## src/rtl/core/mlft_pkg.sv

```systemverilog
// Shared types and constants for the MAC learning forward table.
// Used by the table memory, the scan unit, the core and the checker.
package mlft_pkg;

    localparam int MAC_W   = 48;
    localparam int PORT_W  = 3;
    localparam int MASK_W  = 8;
    localparam int STAMP_W = 32;
    localparam int LIDX_W  = 6;
    localparam int ACT_W   = 2;

    localparam logic [ACT_W-1:0] ACT_REFRESH = 2'd0;
    localparam logic [ACT_W-1:0] ACT_FILL    = 2'd1;
    localparam logic [ACT_W-1:0] ACT_EVICT   = 2'd2;

    typedef struct packed {
        logic clear;
        logic eval;
    } scan_ctrl_t;

endpackage

```

## src/rtl/core/mlft_scan.sv

```systemverilog
// Shared compare unit: takes one table entry per cycle and keeps the first
// source match, the destination match and the oldest entry. Uses mlft_pkg.
module mlft_scan
    import mlft_pkg::*;
#(
    parameter int IDX_W = 6
)
(
    input  logic               clk,
    input  logic               rst_n,
    input  scan_ctrl_t         ctrl,
    input  logic [IDX_W-1:0]   idx,
    input  logic [MAC_W-1:0]   mac,
    input  logic [PORT_W-1:0]  port,
    input  logic [STAMP_W-1:0] stamp,
    input  logic [MAC_W-1:0]   src_mac,
    input  logic [MAC_W-1:0]   dst_mac,
    input  logic [STAMP_W-1:0] now,
    output logic               src_hit,
    output logic [IDX_W-1:0]   src_idx,
    output logic               dst_hit,
    output logic [IDX_W-1:0]   dst_idx,
    output logic [PORT_W-1:0]  dst_port,
    output logic [IDX_W-1:0]   old_idx
);

    logic               src_hit_reg;
    logic [IDX_W-1:0]   src_idx_reg;
    logic               dst_hit_reg;
    logic [IDX_W-1:0]   dst_idx_reg;
    logic [PORT_W-1:0]  dst_port_reg;
    logic [IDX_W-1:0]   old_idx_reg;
    logic [STAMP_W-1:0] old_age_reg;
    logic [STAMP_W-1:0] age;

    // wrap-safe age of the entry under test
    assign age = now - stamp;

    always_ff @(posedge clk or negedge rst_n)
    begin
        if (!rst_n)
        begin
            src_hit_reg  <= 1'b0;
            src_idx_reg  <= '0;
            dst_hit_reg  <= 1'b0;
            dst_idx_reg  <= '0;
            dst_port_reg <= '0;
            old_idx_reg  <= '0;
            old_age_reg  <= '0;
        end
        else if (ctrl.clear)
        begin
            src_hit_reg <= 1'b0;
            dst_hit_reg <= 1'b0;
            old_idx_reg <= '0;
            old_age_reg <= '0;
        end
        else if (ctrl.eval)
        begin
            if (!src_hit_reg && mac == src_mac)
            begin
                src_hit_reg <= 1'b1;
                src_idx_reg <= idx;
            end
            if (!dst_hit_reg && mac == dst_mac)
            begin
                dst_hit_reg  <= 1'b1;
                dst_idx_reg  <= idx;
                dst_port_reg <= port;
            end
            // strictly older only, so the lowest index wins a tie
            if (idx == '0 || age > old_age_reg)
            begin
                old_idx_reg <= idx;
                old_age_reg <= age;
            end
        end
    end

    assign src_hit  = src_hit_reg;
    assign src_idx  = src_idx_reg;
    assign dst_hit  = dst_hit_reg;
    assign dst_idx  = dst_idx_reg;
    assign dst_port = dst_port_reg;
    assign old_idx  = old_idx_reg;

endmodule

```

## config.mk

```make
export PLATFORM = sky130hd
export DESIGN_NAME = mlft_scan
export DESIGN_NICKNAME = d
export VERILOG_FILES = /design/src/rtl/core/mlft_pkg.sv /design/src/rtl/core/mlft_scan.sv
export SDC_FILE = /design/constraint.sdc
export NUM_CORES = 1
export LEC_CHECK = 0
export BUFFER_PORTS_ARGS = -buffer_cell sky130_fd_sc_hd__buf_2
export CAP_MARGIN = 25
export CORE_MARGIN = 10
export CORE_UTILIZATION = 50
export DETAILED_ROUTE_END_ITERATION = 7
export GPL_TIMING_DRIVEN = 1
export PLACE_DENSITY_LB_ADDON = 0.05
export SLEW_MARGIN = 30
export SYNTH_ARGS = -nofsm -noshare
export SYNTH_HDL_FRONTEND = slang
export SYNTH_SLANG_ARGS = --single-unit
```

## constraint.sdc

```tcl
create_clock -name clk -period 4.2 [get_ports clk]
set_input_delay 0.84 -clock clk [delete_from_list [all_inputs] [get_ports clk]]
set_output_delay 0.84 -clock clk [all_outputs]
set_load 0.005 [all_outputs]
```

Yosys cells after proc, flatten, opt, wreduce, memory -nomap -nowiden --
Index checks and enable logic that the tools add are counted.
Operators by class: reduce and logical (&&, ||, !) cells 15, equal/unequal tests 2, order comparisons 1, $add $sub $neg 1, bitwise operators 1, mux-type cells 12
Operators by type and width (number):
- 48-bit equality test | 2
- 32-bit two-way mux | 3
- 32-bit greater-than comparator | 1
- 32-bit subtractor | 1
- 6-bit two-way mux | 3
- 2-bit nonzero test | 4
- 6-bit zero test | 1
- 1-bit two-way mux | 6
- 2-bit AND reduction | 3
- 3-bit AND reduction | 2
- 1-bit logical AND | 2
- 1-bit zero test | 2
- 1-bit logical OR | 1
- 1-bit inverter | 1
Storage, ports and cells: register bits 55, logic and storage cells 39, output and inout port bits 23, input bits 221

Depth between registers and ports, before layout --
depth in word-level cells 6, gate-level depth with buffers 23, gate-level depth less buffers 21

Worst setup path before layout --
OpenSTA, ideal clock, no wires.
path kind input to register, from input now[0], to register old_age_reg[10], stages 22, data arrival time 4.875 ns, path slack -0.741 ns, required time 4.134 ns, path buffers 2, setup time 0.066 ns, path through inv_1 ha_1 inv_1 fa_1 a211o_2 a211oi_2 or4_4 a211o_2 a31o_4 a21oi_1 nor2_1 xnor2_1 ha_1 a21oi_1 nand2_1 a221oi_1 o211ai_1 a31o_2 a31oi_1 buf_4 clkbuf_1 a22o_1
On the way: word-level cells in the longest chain between the ends 5, elaborated cells between the ends (all ways) 8, classes of those cells add/sub (1); order compare (1); mux (3); reduce/logical (3)
RTL lines:
- start: declaration | RTL line mlft_scan.sv:18 | input logic [STAMP_W-1:0] now,
- 32-bit subtractor (*) | RTL line mlft_scan.sv:37 | assign age = now - stamp;
- 32-bit greater-than comparator | RTL line mlft_scan.sv:72 | if (idx == '0 || age > old_age_reg)
- 1-bit logical OR | RTL line mlft_scan.sv:72
- 2-bit nonzero test (no line)
- 2-bit AND reduction (no line)
- end signal: assignment | RTL line mlft_scan.sv:75 | old_age_reg <= age;
- end: declaration | RTL line mlft_scan.sv:33 | logic [STAMP_W-1:0] old_age_reg;
Every way passes the cells marked *; elsewhere a longest branch is shown, timed or not. The select of a mux whose other input is x is not followed. A chain may end at the register's enable or synchronous reset.

Worst setup path in the final report --
from input now[0], to register old_age_reg[30]
Same word-level chain as after synthesis.

==> impl_metrics.env <==
export IMPL_finalMaxSlewViolations=0
export IMPL_min_period_ns=4.643
export IMPL_crit_chain="buf_8, inv_12, ha_4, inv_2, fa_2, a211o_4, a211oi_4, or4_4, a211o_4, a31o_4, a21oi_4, nor2_2, xnor2_1, ha_1, a21oi_2, nand2_1, a221oi_2, o211ai_1, a31o_2, and3b_4, buf_12, o211ai_1, nand3_1"
export IMPL_grt_max_degree=52
export IMPL_crit_fanout=7
export IMPL_end_kind="flop"
export IMPL_ys_flop_type="dfrtp_1"
export IMPL_p_seq_frac=0.277
export IMPL_syn_inst=652
export IMPL_fmax_mhz=215.4
export IMPL_die_height_um=126.7
export IMPL_reg2reg_depth=11
export IMPL_synth_warnings=0
export IMPL_placed_cells=1106
export IMPL_portBuffers=243
export IMPL_drcViolationCount=0
export IMPL_syn_avg_cell_area_um2=8.733
export IMPL_initial_core_util=0.5185
export IMPL_clkTransAtPathRegs_ns=0.08
export IMPL_setup_viol=38
export IMPL_drive_gt1_frac=0.4237
export IMPL_cts_num_sinks=55
export IMPL_rsz0062_at_grt="yes"
export IMPL_largest_reg_flops=32
export IMPL_routedWlPerCell_um=18.84
export IMPL_swShare=0.3732
export IMPL_async_reset_ff_frac=1.000
export IMPL_worst_pin_slew_ns=0.6392
export IMPL_maxCapViolCount=0
export IMPL_globalRouteOverflowTotal=0
export IMPL_grt_pass1_vias=6475
export IMPL_ctsLongestPathBuffers=2
export IMPL_syn_nets=937
export IMPL_cts_buffers=5
export IMPL_ys_ff_latch=55
export IMPL_synthTopCellsByArea="dfrtp_1 24%, ha_1 14%, xnor2_1 12%"
export IMPL_hpwlAfterDp_um=17690
export IMPL_areaGrowthSynthToFinish_pct=45.64
export IMPL_die_area_um2=16060
export IMPL_synth_cell_types=63
export IMPL_critPathBufInv=4
export IMPL_clk_latency_ns=0.29
export IMPL_clockRootBuffer="clkbuf_16"
export IMPL_cpPeakStageDelay_ns=0.45
export IMPL_finalHoldViolCount=0
export IMPL_power_leakage_uw=0.004173
export IMPL_h_tree_depth=2
export IMPL_skew_ns=0.008112
export IMPL_synth_edf_count=0
export IMPL_ant_nets=0
export IMPL_p_per_area_nw_per_um2=277.1
export IMPL_fin_ws_ns=-0.4427
export IMPL_ys_top_cells_by_count="81 x inv_1, 80 x xnor2_1, 63 x ha_1"
export IMPL_p_clk_frac=0.188
export IMPL_finalWeightedCongestion=0.9495
export IMPL_synth_top_area_share=0.2417
export IMPL_nets=1273
export IMPL_worst_setup_path_start_kind="primary input"
export IMPL_die_w_um=126.7
export IMPL_ff2ff_setup_slack_ns=1.78
export IMPL_hp_class="primary input to asynchronous set/reset pin"
export IMPL_grt_pass1_wl_um=33250
export IMPL_antenna_found_initial=0
export IMPL_num_rows=38
export IMPL_drt_initial_drc_count=382
export IMPL_first_pass_iters=5
export IMPL_tritoncts="yes"
export IMPL_violations="negative setup slack"
export IMPL_n_antenna_cell=0
export IMPL_worst_ep_arrival_time_ns=4.81
export IMPL_slew_headroom=0.5739
export IMPL_slowest_stage="or4_4"
export IMPL_yosys_area_top_type="dfrtp_1"
export IMPL_fin_setup_tns_ns=-16.00
export IMPL_grt_usage=0.2480
export IMPL_rr_endpoint="old_age_reg[30]$_DFFE_PN0P_"
export IMPL_cts_hold_buf=0
export IMPL_required_ns=4.37
export IMPL_synth_most_common_cell="inv_1"
export IMPL_path_class="primary input to flop"
export IMPL_core_um2=10980
export IMPL_wirelength_um=21270
export IMPL_crit_family="compound AO/OA/AOI/OAI gates"
export IMPL_ir_worst_vdd_mv=0.1975
export IMPL_p_int_uw=1441
export IMPL_p_comb_frac=0.536
export IMPL_switchingPower_uw=857.6
export IMPL_outcome="complete, but fails checks"
export IMPL_synth_seq_area_share=0.2417
export IMPL_viasPerCell=5.506
export IMPL_p_total_uw=2298
export IMPL_final_cells=1129
export IMPL_io_pins=244
export IMPL_netlist_area_um2=5694
export IMPL_r2r_start="old_age_reg[7]$_DFFE_PN0P_"
export IMPL_post_route_util=0.7551
export IMPL_post_route_period_util=1.105
export IMPL_vias=6216
-- cells by family after synthesis --
| kind of cell | Yosys count | share of synthesized area |
|---|---|---|
| AO/OA/AOI/OAI | 162 | 0.2019 |
| AND/OR/NAND/NOR | 142 | 0.1325 |
| XOR/XNOR | 118 | 0.1828 |
| buffers and inverters | 96 | 0.06944 |
| adder cells (fa/ha/maj) | 64 | 0.1419 |
| flip-flops | 55 | 0.2417 |
| multiplexers | 15 | 0.02966 |
-- how the worst max path moves through the flow --
stage | start | to | slack [ns] | depth (start not counted)
final | now[0] | old_age_reg[30]$_DFFE_PN0P_ | -0.44 | 23
after CTS | now[0] | old_age_reg[15]$_DFFE_PN0P_ | -0.40 | 22
after global placement | stamp[10] | old_age_reg[9]$_DFFE_PN0P_ | -0.86 | 18
after floorplan | now[0] | old_age_reg[21]$_DFFE_PN0P_ | -0.47 | 22
after global routing | now[0] | old_age_reg[30]$_DFFE_PN0P_ | -0.63 | 23
after detailed placement | stamp[8] | old_age_reg[10]$_DFFE_PN0P_ | -1.00 | 18
-- worst reg2reg max path: cells and delay by family (launching register included) --
kind	cells	cell delay [ns]
compound gates	6	1.09
buf+inv	2	0.20
fa+ha+maj	1	0.30
flops	1	0.36
simple gates	2	0.35
-- cells in the final DEF, fill, tap and decap left out, types with 3 or more instances in the layout --
cell and instances:
nand3_1 12, nand2_1 28, nor3_1 9, ha_4 11, buf_6 3, nand2b_1 5
and3_1 3, buf_2 242, nor4_1 13, o21ai_0 19, xnor2_1 80, nor2b_1 4
buf_12 3, dfrtp_1 55, a21oi_1 44, o21bai_1 3, and3_2 3, a22o_1 37
clkbuf_16 6, nand4_1 30, xor2_1 37, o31ai_1 3, ha_1 51, a21o_1 10
mux2_2 15, o211ai_1 4, inv_1 77, a21oi_2 4, buf_4 93, nor2_1 21
-- area by class of cell --
cell class                 instances  area [um2]
timing repair buffer             344        2071
tap                              140       175.2
fill                             814        2690
sequential                        55        1376
clock inverter                     3       27.53
inverter                          81       319.1
multi-input combinational        501        4199
clock buffer                       5       125.1
-- per-stage QoR --
| stage | hold WS [ns] | setup WS, ns | instance area, um2 |
|---|---|---|---|
| after global placement | 0.4713 | -0.8616 | 7777 |
| final | 0.3451 | -0.4427 | 8293 |
| after global routing | 0.3394 | -0.6311 | 8293 |
| after detailed placement | 0.4759 | -1.001 | 7777 |
| after CTS | 0.3389 | -0.3953 | 8137 |
| after floorplan | 0.4521 | -0.4731 | 5833 |
-- per-layer routing --
layer	routed length (um)	vias to the layer above	global-route usage	part of all wire
met2	10550	242	0.4365	0.50
met3	1445	27	0.04831	0.068
met4	405	0	0.06229	0.019
li1	-	3012	-	-
met5	0	-	0	0
met1	8865	2935	0.3022	0.42
-- power groups by stage --
stage          combinational, uW  sequential [uW]  clock (uW)
3_5_place_dp                1110              640           0
6_report                    1230              636         431
4_1_cts                     1160              634         433
5_1_grt                     1360              644         461
3_3_place_gp                1060              641           0
2_1_floorplan                679              632           0
-- timing repair --
action	4_1_cts	5_1_grt
pin swaps	7	10
setup buffers	7	5
gates cloned	1	2
gates resized for setup	22	17
endpoints found under the setup margin	38	38
No activity file was read; power rests on OpenSTA's default activity.
